==> config.mk <==
export PLATFORM = sky130hd
export DESIGN_NAME = multi_channel_hms_countdown_top
export DESIGN_NICKNAME = d
export VERILOG_FILES = /design/src/sv/mhc_pkg.sv /design/src/sv/mhc_cell.sv /design/src/sv/mhc_update.sv /design/src/sv/multi_channel_hms_countdown_top.sv
export VERILOG_INCLUDE_DIRS = /design/src /design/src/sv
export SDC_FILE = /design/constraint.sdc
export NUM_CORES = 1
export LEC_CHECK = 0
export BUFFER_PORTS_ARGS = -buffer_cell sky130_fd_sc_hd__clkbuf_2
export CAP_MARGIN = 10
export CORE_MARGIN = 3
export CORE_UTILIZATION = 45
export DETAILED_ROUTE_END_ITERATION = 8
export GPL_ROUTABILITY_DRIVEN = 0
export SLEW_MARGIN = 10
export SYNTH_ARGS = -nofsm -noshare
export SYNTH_HDL_FRONTEND = slang
export SYNTH_SLANG_ARGS = --single-unit
==> constraint.sdc <==
create_clock -name i_clk -period 2.3 [get_ports i_clk]
set_input_delay 0 -clock i_clk [delete_from_list [all_inputs] [get_ports i_clk]]
set_output_delay 0 -clock i_clk [all_outputs]
set_load 0.05 [all_outputs]
==> src/sv/assert_macros.svh <==
// ----------------------------------------------------------------------------
// Assertion macros
// Shared concurrent assertion shorthands; empty when SYNTH is defined.
// ----------------------------------------------------------------------------
`ifndef ASSERT_MACROS_SVH
`define ASSERT_MACROS_SVH

`ifndef SYNTH
`define ASSERT_SAME(label, clk, rst_n, a, b) \
    label: assert property (@(posedge clk) disable iff (!rst_n) (a) |-> (b)) \
        else $error("assertion failed");
`define ASSERT_NEXT(label, clk, rst_n, a, b) \
    label: assert property (@(posedge clk) disable iff (!rst_n) (a) |=> (b)) \
        else $error("assertion failed");
`else
`define ASSERT_SAME(label, clk, rst_n, a, b)
`define ASSERT_NEXT(label, clk, rst_n, a, b)
`endif

`endif

==> src/sv/mhc_pkg.sv <==
// ----------------------------------------------------------------------------
// Countdown bank package
// Types and constants shared by the countdown channel ring.
// ----------------------------------------------------------------------------
package mhc_pkg;

    localparam int HRS_W   = 7;
    localparam int MIN_W   = 6;
    localparam int SEC_W   = 6;
    localparam int MEL_W   = 8;
    localparam int CNT_W   = 8;
    localparam int IDX_W   = 4;
    localparam int MASK_W  = 12;

    localparam logic [SEC_W-1:0] TIME_MAX   = 6'd59;
    localparam logic [SEC_W-1:0] RESET_SEC0 = 6'd5;

    typedef enum logic [2:0] {
        OP_SET_TIME   = 3'd0,
        OP_START      = 3'd1,
        OP_STOP       = 3'd2,
        OP_TICK       = 3'd3,
        OP_READ       = 3'd4,
        OP_CLEAR_PEND = 3'd5,
        OP_SET_MELODY = 3'd6
    } t_op;

    typedef enum logic {
        ST_IDLE,
        ST_WALK
    } t_state;

    typedef struct packed {
        logic [HRS_W-1:0] now_hours;
        logic [MIN_W-1:0] now_minutes;
        logic [SEC_W-1:0] now_seconds;
        logic [HRS_W-1:0] start_hours;
        logic [MIN_W-1:0] start_minutes;
        logic [SEC_W-1:0] start_seconds;
        logic             run;
        logic [MEL_W-1:0] melody;
    } t_chan;

    typedef struct packed {
        t_op              op;
        logic [IDX_W-1:0] index;
        logic             tick_en;
        logic [HRS_W-1:0] hours;
        logic [MIN_W-1:0] minutes;
        logic [SEC_W-1:0] seconds;
        logic [MEL_W-1:0] melody;
    } t_cmd;

endpackage

==> src/sv/mhc_cell.sv <==
// ----------------------------------------------------------------------------
// Countdown channel cell
// Holds one channel's state and passes it to its neighbor while the ring turns.
// ----------------------------------------------------------------------------
module mhc_cell import mhc_pkg::*; #(
    parameter logic [SEC_W-1:0] RESET_SECONDS = 6'd0
) (
    input  logic  i_clk,
    input  logic  i_rst_n,
    input  logic  i_shift,
    input  t_chan i_d,
    output t_chan o_q
);

    localparam t_chan RESET_CHAN = '{
        now_hours:     '0,
        now_minutes:   '0,
        now_seconds:   RESET_SECONDS,
        start_hours:   '0,
        start_minutes: '0,
        start_seconds: '0,
        run:           1'b0,
        melody:        '0
    };

    t_chan r_chan;

    always_ff @(posedge i_clk) begin
        if (!i_rst_n) begin
            r_chan <= RESET_CHAN;
        end else if (i_shift) begin
            r_chan <= i_d;
        end
    end

    assign o_q = r_chan;

endmodule

==> src/sv/mhc_update.sv <==
// ----------------------------------------------------------------------------
// Countdown channel update
// Applies the current command to the channel leaving the ring head.
// ----------------------------------------------------------------------------
module mhc_update import mhc_pkg::*; (
    input  t_chan            i_chan,
    input  t_cmd             i_cmd,
    input  logic             i_hit,
    input  logic [CNT_W-1:0] i_count,
    output t_chan            o_chan,
    output logic             o_expired,
    output logic [CNT_W-1:0] o_count
);

    logic halt;

    always_comb begin
        o_chan    = i_chan;
        o_expired = 1'b0;
        halt      = 1'b0;
        o_count   = i_count;
        if (i_cmd.op == OP_TICK) begin
            if (i_cmd.tick_en && i_chan.run) begin
                if (i_chan.now_seconds != '0) begin
                    o_chan.now_seconds = i_chan.now_seconds - 1'b1;
                end else begin
                    o_chan.now_seconds = TIME_MAX;
                    if (i_chan.now_minutes != '0) begin
                        o_chan.now_minutes = i_chan.now_minutes - 1'b1;
                    end else begin
                        o_chan.now_minutes = TIME_MAX;
                        if (i_chan.now_hours != '0) begin
                            o_chan.now_hours = i_chan.now_hours - 1'b1;
                        end else begin
                            halt      = 1'b1;
                            o_expired = 1'b1;
                        end
                    end
                end
            end
        end else if (i_hit) begin
            unique case (i_cmd.op)
                OP_SET_TIME: begin
                    o_chan.now_hours     = i_cmd.hours;
                    o_chan.now_minutes   = i_cmd.minutes;
                    o_chan.now_seconds   = i_cmd.seconds;
                    o_chan.start_hours   = i_cmd.hours;
                    o_chan.start_minutes = i_cmd.minutes;
                    o_chan.start_seconds = i_cmd.seconds;
                end
                OP_START: begin
                    o_chan.run = 1'b1;
                    o_count    = i_count + 1'b1;
                end
                OP_STOP: begin
                    halt = 1'b1;
                end
                OP_SET_MELODY: begin
                    o_chan.melody = i_cmd.melody;
                end
                default: begin
                end
            endcase
        end
        if (halt) begin
            o_chan.run         = 1'b0;
            o_chan.now_hours   = i_chan.start_hours;
            o_chan.now_minutes = i_chan.start_minutes;
            o_chan.now_seconds = i_chan.start_seconds;
            if (i_count != '0) begin
                o_count = i_count - 1'b1;
            end
        end
    end

endmodule

==> src/sv/multi_channel_hms_countdown_top.sv <==
// ----------------------------------------------------------------------------
// Countdown timer bank
// Ring of hours:minutes:seconds countdown channels driven by one command port.
// ----------------------------------------------------------------------------
//  Channel   Direction  Handshake        Fields
//  command   in         start / busy     op, index, hours, minutes, seconds, melody_in
//  result    out        o_done strobe    expired_mask, pending, count, channel fields
//
// Every beat turns the channel ring once, one channel passing the update unit
// per cycle, and the result follows in the next cycle.
// Reset is synchronous and active low; it loads all channels at once.
// Results appear for one cycle with o_done; the receiver cannot stall them.
// ----------------------------------------------------------------------------
`include "assert_macros.svh"

module multi_channel_hms_countdown_top import mhc_pkg::*; #(
    parameter int CHANNELS = 12
) (
    input  logic              i_clk,
    input  logic              i_rst_n,
    input  logic              start,
    output logic              busy,
    input  logic [2:0]        i_op,
    input  logic [IDX_W-1:0]  i_index,
    input  logic [HRS_W-1:0]  i_hours,
    input  logic [MIN_W-1:0]  i_minutes,
    input  logic [SEC_W-1:0]  i_seconds,
    input  logic [MEL_W-1:0]  i_melody_in,
    output logic              o_done,
    output logic [MASK_W-1:0] o_expired_mask,
    output logic              o_pending_valid,
    output logic [IDX_W-1:0]  o_pending_index,
    output logic [CNT_W-1:0]  o_running_count,
    output logic [HRS_W-1:0]  o_cur_hours,
    output logic [MIN_W-1:0]  o_cur_minutes,
    output logic [SEC_W-1:0]  o_cur_seconds,
    output logic              o_is_running,
    output logic [MEL_W-1:0]  o_melody_out
);

    localparam int STEP_W = (CHANNELS > 1) ? $clog2(CHANNELS) : 1;
    localparam logic [STEP_W-1:0] LAST_STEP = STEP_W'(CHANNELS - 1);

    t_state              r_state, n_state;
    logic [STEP_W-1:0]   r_step;
    t_cmd                r_cmd;
    logic [CNT_W-1:0]    r_count;
    logic                r_pending_flag;
    logic [IDX_W-1:0]    r_pending_ch;
    logic [MASK_W-1:0]   r_mask;
    t_chan               r_cur;
    logic                r_done;

    t_chan               q [CHANNELS];
    t_chan               upd_chan;
    logic                upd_expired;
    logic [CNT_W-1:0]    upd_count;
    logic                shift;
    logic                accept;
    logic                hit;
    logic                last;
    logic [MASK_W-1:0]   step_onehot;
    logic [MIN_W-1:0]    min_clamped;
    logic [SEC_W-1:0]    sec_clamped;

    for (genvar g = 0; g < CHANNELS; g++) begin : g_ring
        localparam logic [SEC_W-1:0] RS = (g == 0) ? RESET_SEC0 : 6'd0;
        t_chan d;
        if (g == CHANNELS - 1) begin : g_tail
            assign d = upd_chan;
        end else begin : g_mid
            assign d = q[g+1];
        end
        mhc_cell #(
            .RESET_SECONDS(RS)
        ) u_cell (
            .i_clk  (i_clk),
            .i_rst_n(i_rst_n),
            .i_shift(shift),
            .i_d    (d),
            .o_q    (q[g])
        );
    end

    assign hit = ({1'b0, r_cmd.index} < (IDX_W+1)'(CHANNELS))
              && (r_cmd.index == IDX_W'(r_step));

    mhc_update u_update (
        .i_chan   (q[0]),
        .i_cmd    (r_cmd),
        .i_hit    (hit),
        .i_count  (r_count),
        .o_chan   (upd_chan),
        .o_expired(upd_expired),
        .o_count  (upd_count)
    );

    assign accept      = start && !busy;
    assign last        = (r_step == LAST_STEP);
    assign step_onehot = MASK_W'(1) << r_step;
    assign min_clamped = (i_minutes > TIME_MAX) ? TIME_MAX : i_minutes;
    assign sec_clamped = (i_seconds > TIME_MAX) ? TIME_MAX : i_seconds;

    always_comb begin
        n_state = r_state;
        unique case (r_state)
            ST_IDLE: begin
                if (start) begin
                    n_state = ST_WALK;
                end
            end
            ST_WALK: begin
                if (last) begin
                    n_state = ST_IDLE;
                end
            end
            default: n_state = ST_IDLE;
        endcase
    end

    always_comb begin
        busy  = (r_state == ST_WALK);
        shift = (r_state == ST_WALK);
    end

    always_ff @(posedge i_clk) begin
        if (!i_rst_n) begin
            r_state        <= ST_IDLE;
            r_step         <= '0;
            r_count        <= '0;
            r_pending_flag <= 1'b0;
            r_pending_ch   <= '0;
            r_done         <= 1'b0;
        end else begin
            r_state <= n_state;
            r_done  <= shift && last;
            if (accept) begin
                r_step <= '0;
                if (t_op'(i_op) == OP_CLEAR_PEND) begin
                    r_pending_flag <= 1'b0;
                end
            end else if (shift) begin
                r_step  <= last ? '0 : r_step + 1'b1;
                r_count <= upd_count;
                if (upd_expired) begin
                    r_pending_flag <= 1'b1;
                    r_pending_ch   <= IDX_W'(r_step);
                end
            end
        end
    end

    always_ff @(posedge i_clk) begin
        if (accept) begin
            r_cmd.op      <= t_op'(i_op);
            r_cmd.index   <= i_index;
            r_cmd.tick_en <= (r_count != '0);
            r_cmd.hours   <= i_hours;
            r_cmd.minutes <= min_clamped;
            r_cmd.seconds <= sec_clamped;
            r_cmd.melody  <= i_melody_in;
            r_mask        <= '0;
            r_cur         <= '0;
        end else if (shift) begin
            if (upd_expired) begin
                r_mask <= r_mask | step_onehot;
            end
            if (hit) begin
                r_cur <= upd_chan;
            end
        end
    end

    assign o_done          = r_done;
    assign o_expired_mask  = r_mask;
    assign o_pending_valid = r_pending_flag;
    assign o_pending_index = r_pending_flag ? r_pending_ch : '0;
    assign o_running_count = r_count;
    assign o_cur_hours     = r_cur.now_hours;
    assign o_cur_minutes   = r_cur.now_minutes;
    assign o_cur_seconds   = r_cur.now_seconds;
    assign o_is_running    = r_cur.run;
    assign o_melody_out    = r_cur.melody;

    `ASSERT_NEXT(a_accept_walks, i_clk, i_rst_n, accept, busy)
    `ASSERT_NEXT(a_last_step_done, i_clk, i_rst_n, busy && last, o_done && !busy)
    `ASSERT_SAME(a_done_not_busy, i_clk, i_rst_n, o_done, !busy && (r_step == '0))
    `ASSERT_SAME(a_mask_only_tick, i_clk, i_rst_n, o_done && (r_cmd.op != OP_TICK),
        o_expired_mask == '0)

endmodule

# ---- Word-level counts from Yosys, hierarchy flattened
# Index checks and enable logic that the tools add are counted.
dict set report word_totals {
  output_inout_bits 55
  word_cells 191
  in_bits 37
  register_bits 658
}
dict set report classes {
  n_mux 36
  n_shift 1
  n_reduce_logical 18
  bitwise_logic 4
  eq_ne 8
  n_lt_le_gt_ge 3
  addsub 6
}
# operator count
set ops {}
lappend ops {{19-bit two-way mux} 3}
lappend ops {{8-bit two-way mux} 6}
lappend ops {{47-bit two-way mux} 1}
lappend ops {{38-bit two-way mux} 1}
lappend ops {{28-bit two-way mux} 1}
lappend ops {{1-bit two-way mux} 16}
lappend ops {{7-bit two-way mux} 2}
lappend ops {{13-bit two-way mux} 1}
lappend ops {{6-bit greater-than comparator, second input constant} 2}
lappend ops {{6-bit two-way mux} 2}
lappend ops {{12-bit OR} 1}
lappend ops {{6-bit nonzero test} 2}
lappend ops {{1-bit by 4-bit left shift with 12-bit output, first input constant} 1}
lappend ops {{6-bit by 1-bit subtractor with 6-bit output, second input constant} 2}
lappend ops {{8-bit by 1-bit adder with 8-bit output, second input constant} 1}
lappend ops {{4-bit two-way mux} 2}
lappend ops {{8-bit nonzero test} 1}
lappend ops {{8-bit by 1-bit subtractor with 8-bit output, second input constant} 1}
lappend ops {{7-bit nonzero test} 1}
lappend ops {{7-bit by 1-bit subtractor with 7-bit output, second input constant} 1}
lappend ops {{3-bit by 2-bit == test with 1-bit output, second input constant} 2}
lappend ops {{3-bit == test, second input constant} 2}
lappend ops {{2-bit AND reduction} 3}
lappend ops {{3-bit AND reduction} 2}
lappend ops {{other kinds (13)} 19}

# ---- Longest topological paths before layout
dict set report logic_depth {
  word_depth 9
  mapped_depth 10
  depth_no_buf 8
}

# ---- Hierarchy
# From an unflattened synthesis, not the netlist that was laid out.
dict set report unflattened {
  hier_cells 2456
  hier_area_um2 27248.6
}
# module instances seq_area_each_um2 area_each_um2 cells_each
set modules_own_cells {}
lappend modules_own_cells {{mhc_cell (g_ring[10].u_cell ...)} 11 940.9 1806.7 151}
lappend modules_own_cells {multi_channel_hms_countdown_top 1 2232.1 3686.0 332}
lappend modules_own_cells {mhc_update 1 0.0 1889.3 312}
lappend modules_own_cells {{mhc_cell (g_ring[0].u_cell)} 1 940.9 1799.2 151}

# ---- Worst setup path after synthesis
# No wires, ideal clock.
dict set report synth_timing {
  path_kind {register to register}
  start {reg r_state, in the netlist busy}
  end {reg r_cmd[0] in the netlist's numbering, enable pin}
  arrival_ns 2.124
  setup_slack_ns -0.237
  stages_incl_launch_ff 5
  n_path_buf 1
  setup_time_ns 0.413
  t_required_ns 1.887
  cell_sequence {dfxtp_1 > inv_1 > nand2_1 > inv_1 > clkbuf_1}
}
dict set report synth_via {
  elab_chain_cells 2
}
# element line
set synth_lines {}
lappend synth_lines {{start, declared} multi_channel_hms_countdown_top.sv:44} ;# t_state r_state, n_state;
lappend synth_lines {{start signal, assigned} multi_channel_hms_countdown_top.sv:135} ;# r_state <= n_state;
lappend synth_lines {{1-bit zero test} multi_channel_hms_countdown_top.sv:98} ;# assign accept = start && !busy;
lappend synth_lines {{1-bit logical AND} multi_channel_hms_countdown_top.sv:98}
lappend synth_lines {{named net accept} multi_channel_hms_countdown_top.sv:59} ;# logic accept;
lappend synth_lines {{end, declared} multi_channel_hms_countdown_top.sv:46} ;# t_cmd r_cmd;
# The timed path passes the listed nets, and every way through them passes these cells.
# A chain may end at the register's enable or synchronous reset.

# ---- Final worst setup path
dict set report layout_timing {
  start {reg g_ring[0].u_cell.r_chan, in the netlist g_ring[0].u_cell.o_q[30]}
  end {reg r_count[3], in the netlist o_running_count[3]}
}
dict set report layout_via {
  elab_chain_cells 5
}
# element line
set layout_lines {}
lappend layout_lines {{start, declared} mhc_cell.sv:26} ;# t_chan r_chan;
lappend layout_lines {{start signal, assigned} mhc_cell.sv:32} ;# r_chan <= i_d;
lappend layout_lines {{6-bit nonzero test} mhc_update.sv:24} ;# if (i_chan.now_seconds != '0) begin
lappend layout_lines {{1-bit two-way mux} mhc_update.sv:24}
lappend layout_lines {{1-bit two-way mux} mhc_update.sv:23} ;# if (i_cmd.tick_en && i_chan.run) begin
lappend layout_lines {{1-bit two-way mux} mhc_update.sv:22} ;# if (i_cmd.op == OP_TICK) begin
lappend layout_lines {{8-bit two-way mux} mhc_update.sv:65} ;# if (halt) begin
lappend layout_lines {{end signal, assigned} multi_channel_hms_countdown_top.sv:144} ;# r_count <= upd_count;
lappend layout_lines {{end, declared} multi_channel_hms_countdown_top.sv:47} ;# logic [CNT_W-1:0] r_count;
# Every way passes these cells.

==> results by group <==
Run status
  – Result of the run: finished clean

Global routing
  – Number of antenna violations at the first check in global routing: 0
  – Global-route wire length before repair: 83400 um
  – Congestion Overflow GR: 0
  – Maximum number of pins on one net before global-route repair: 215
  – Via count of the first global-routing pass: 15888
  – Overall Global Routing Usage: 0.179

Place
  – DP Worst Slack: 25.2 ps
  – Port bufs: 91
  – Post-placement cell area: 25800 um2
  – Total half-perimeter wirelength after legalization and detailed placement: 32600 um
  – Placed cells: 3064

Critical path
  – Type of element capturing the critical path: register
  – Cell-by-cell listing of the critical path: or4_4 > nor3_4 > and3_1 > buf_4 > o21ai_1 > a221oi_1 > a211oi_1
  – R2R Path Start: g_ring[0].u_cell.o_q[30]
  – Critical path class: reg -> reg
  – Slowest cell on the critical path: sky130_fd_sc_hd__or4_4
  – Delay contributed by the slowest stage of the critical path: 570 ps
  – Crit path DAT: 2680 ps
  – Termination of the worst setup path: o_running_count[3]
  – Crit. path cell count: 7
  – Worst Path Required: 2760 ps
  – First element of the critical path: g_ring[0].u_cell.o_q[30]
  – Register-to-register setup slack: 90 ps
  – CP startpoint kind: register
  – Number of cell instances on the worst register-to-register path: 7
  – Worst path buffer plus inverter count: 1
  – Largest fanout on the critical path: 4
  – CP top delay family: simple AND/OR/NAND/NOR gates
  – Endpoint of the worst register-to-register path: o_running_count[3]

Power and ir drop
  – Cell Pwr Density: 838 nW/um2
  – Worst IR Drop VDD: 0.000610 V
  – Internal power: 18.7 mW
  – Net switching power of the design: 5.24 mW
  – Gate power share: 0.051
  – Sw Ratio: 0.219
  – Clock power share: 0.459
  – Leakage: 11.5 nW
  – Power consumption: 23.9 mW
  – Sequential share of power: 0.490

Timing
  – Post-route worst setup slack: 87.8 ps
  – Headroom to the max-slew limit: 0.407
  – Count of final hold-check violations: 0
  – Setup violators final: 0
  – Fmax: 452 MHz
  – Minimum period implied by the final worst setup slack: 2210 ps
  – Transition time at the pin with the least slew margin: 890 ps
  – Final Cycle Share: 0.962
  – Total negative slack for setup checks: 0 ps
  – Post-Route Skew: 23.5 ps
  – Number of max-slew violations in the final report: 0

Drt
  – WL per Instance: 16.0 um
  – Number of remaining DRC errors: 0
  – First drt pass iteration count: 6
  – Via density per instance: 5.22
  – Post-DRT Antenna Nets: 0
  – Via count of the routed design: 16866
  – Final WL: 51600 um
  – Number of DRC markers after the initial detailed-route iteration: 1164

Finish
  – Filler cell count in the final layout: 4653
  – Share of cells above drive strength 1: 0.117
  – Non-filler instance count after layout: 3232
  – Storage cell area: 13500 um2
  – P&R area growth vs syn: 17.0%
  – Area of the multi-input gates: 10200 um2
  – Antenna diode instance count: 0
  – Final design instance area without fill: 28500 um2
  – Final net count: 2538

Synthesis
  – Instance count of the mapped netlist: 2384
  – Avg Inst Size Synth: 10.2 um2
  – Number of distinct standard cells referenced by the synthesized netlist: 64
  – Top cells by area, synth: sky130_fd_sc_hd__dfxtp_1 (51%), sky130_fd_sc_hd__mux2i_1 (22%), sky130_fd_sc_hd__nor2_1 (8.8%)
  – Synth Register Bits: 658
  – Sequential element share of the synthesized area: 0.554
  – Primary FF master, synth: sky130_fd_sc_hd__dfxtp_1
  – Area leader, netlist: sky130_fd_sc_hd__dfxtp_1
  – Share of synthesized registers carrying an async set or reset: 0
  – Number of synthesized flops with an enable pin: 35
  – Post-synthesis instance area: 24400 um2
  – Synthesized Nets: 2433
  – Share of Yosys cell area claimed by the top area cell type: 0.511
  – Synthesis warning total: 0

Job
  – # Max-Cap Violations: 0

Clocking
  – # clock sinks: 658
  – CTS root buffer: sky130_fd_sc_hd__clkbuf_16
  – Buffer depth of the longest clock path: 3
  – Level count of the clock H-tree: 3
  – Clk slew on worst S/H paths: 60 ps
  – Clock latency reported for the late side of the worst-skew pair: 590 ps
  – Clock tree from TritonCTS: done
  – Clock buffers created by TritonCTS: 69

Die
  – Io pins: 92
  – Overall die width: 239 um
  – Row Count: 84
  – CORE AREA: 53100 um2
  – Die Area: 57100 um2
  – Initial Utilization: 0.460
  – Vertical die dimension: 239 um

Min path
  – Min-Delay Path Class: in -> reg
[state kept, by name, summed over array words and instances (netlist names), 4 cells and up]
name	flops
g_ring.u_cell.o_q	564
r_cmd	35
o_expired_mask	12
o_melody_out	8
o_running_count	8
o_cur_hours	7
o_cur_minutes	6
o_cur_seconds	6
r_pending_ch	4
r_step	4
[what timing repair did]
item                                    in CTS  in global routing
setup buffers                                0                  2
endpoints found under the setup margin       0                 42
hold buffers                                40                  0
endpoints found under the hold margin       71                  0
gates resized for setup                      0                 21
[cells in the final DEF, fill, tap and decap left out, types with 4 or more instances in the layout]
| cell type | n |
|---|---|
| sky130_fd_sc_hd__buf_4 | 58 |
| sky130_fd_sc_hd__o211ai_1 | 8 |
| sky130_fd_sc_hd__nor4_1 | 4 |
| sky130_fd_sc_hd__o21a_1 | 8 |
| sky130_fd_sc_hd__o31ai_1 | 11 |
| sky130_fd_sc_hd__buf_12 | 13 |
| sky130_fd_sc_hd__a31oi_1 | 32 |
| sky130_fd_sc_hd__o21ai_0 | 59 |
| sky130_fd_sc_hd__clkbuf_1 | 20 |
| sky130_fd_sc_hd__nand4_1 | 10 |
| sky130_fd_sc_hd__ha_1 | 12 |
| sky130_fd_sc_hd__a21oi_1 | 46 |
| sky130_fd_sc_hd__clkbuf_8 | 18 |
| sky130_fd_sc_hd__and2_1 | 5 |
| sky130_fd_sc_hd__clkbuf_2 | 91 |
| sky130_fd_sc_hd__inv_1 | 17 |
| sky130_fd_sc_hd__and3_1 | 15 |
| sky130_fd_sc_hd__dfxtp_1 | 622 |
| sky130_fd_sc_hd__nor2_2 | 4 |
| sky130_fd_sc_hd__mux2i_1 | 533 |
| sky130_fd_sc_hd__a32o_1 | 9 |
| sky130_fd_sc_hd__o221ai_1 | 7 |
| sky130_fd_sc_hd__nand3_1 | 42 |
| sky130_fd_sc_hd__clkinv_2 | 8 |
| sky130_fd_sc_hd__edfxtp_1 | 35 |
| sky130_fd_sc_hd__nor2_1 | 568 |
| sky130_fd_sc_hd__dlygate4sd3_1 | 40 |
| sky130_fd_sc_hd__clkbuf_16 | 72 |
| sky130_fd_sc_hd__nand2_1 | 71 |
| sky130_fd_sc_hd__nor3_1 | 15 |
| sky130_fd_sc_hd__nand2b_1 | 8 |
[synthesized netlist by cell type, drive strengths merged (3+ instances only)]
master	count
xnor2	4
dfxtp	623
a2111oi	3
o211a	3
clkbuf	102
and3	15
a31oi	32
and2	6
nand2	73
o21a	8
o221ai	7
a21o	3
inv	19
a32o	9
nand3b	3
nor3	18
nand4b	3
or3	3
buf	67
o21ai	62
ha	12
nand4	10
a21oi	46
nand3	44
nor4	6
nand2b	8
nor2	572
o31ai	11
mux2i	534
nor3b	4
o211ai	8
a211oi	5
edfxtp	35
[per-layer routing]
layer | vias up | wire (um) | track usage
met3 | 88 | 2960 | 0.0397
li1 | 8436 | - | -
met1 | 7965 | 25300 | 0.259
met5 | - | 0 | 0
met4 | 0 | 1070 | 0.0531
met2 | 377 | 22200 | 0.266
[logic make-up (layout without fill, tap and decap cells)]
kind of cell / count (synthesis) / in the layout / share of synthesized area
simple gates: 772 / 772 / 0.132
flops: 658 / 658 / 0.554
compound gates: 216 / 216 / 0.0576
xor+xnor: 4 / 4 / 0.00144
mux: 534 / 534 / 0.219
buf+inv: 188 / 348 / 0.0298
fa+ha+maj: 12 / 12 / 0.00615
[final cells by class]
type | instances | share of cell area
Clock buffer | 110 | 0.0744
Clock inverter | 16 | 0.00570
Inverter | 19 | 0.00276
Multi-Input combinational cell | 1538 | 0.358
Sequential cell | 658 | 0.474
Tap cell | 688 | 0.0302
Timing Repair Buffer | 203 | 0.0548
[through the flow]
stage | hold slack, ps | util
after global placement | 178 | 0.485
final | 122 | 0.538
after detailed placement | 179 | 0.485
after global routing | 104 | 0.538
after floorplan | 98.9 | -
after CTS | 78.0 | 0.536
[worst min path at each step]
stage / start / endpoint / slack, ps / cells past startpoint
5_1_grt: i_hours[4] / r_cmd[24] / 100 / 2
3_5_place_dp: i_hours[0] / r_cmd[20] / 180 / 1
3_3_place_gp: i_melody_in[0] / r_cmd[0] / 180 / 1
2_1_floorplan: i_melody_in[0] / r_cmd[0] / 100 / 0
4_1_cts: i_hours[6] / r_cmd[26] / 80 / 2
6_report: i_hours[4] / r_cmd[24] / 120 / 2
[power groups by stage]
stage	Sequential, mW	Clock, mW	Combinational, mW
finish	11.7	11.0	1.23
global route	11.7	11.7	1.32
CTS	11.7	11.3	1.22
detailed placement	12.0	0	1.17
global placement	12.0	0	1.16
floorplan	12.0	0	0.876
(Power assumes the default switching activity.)
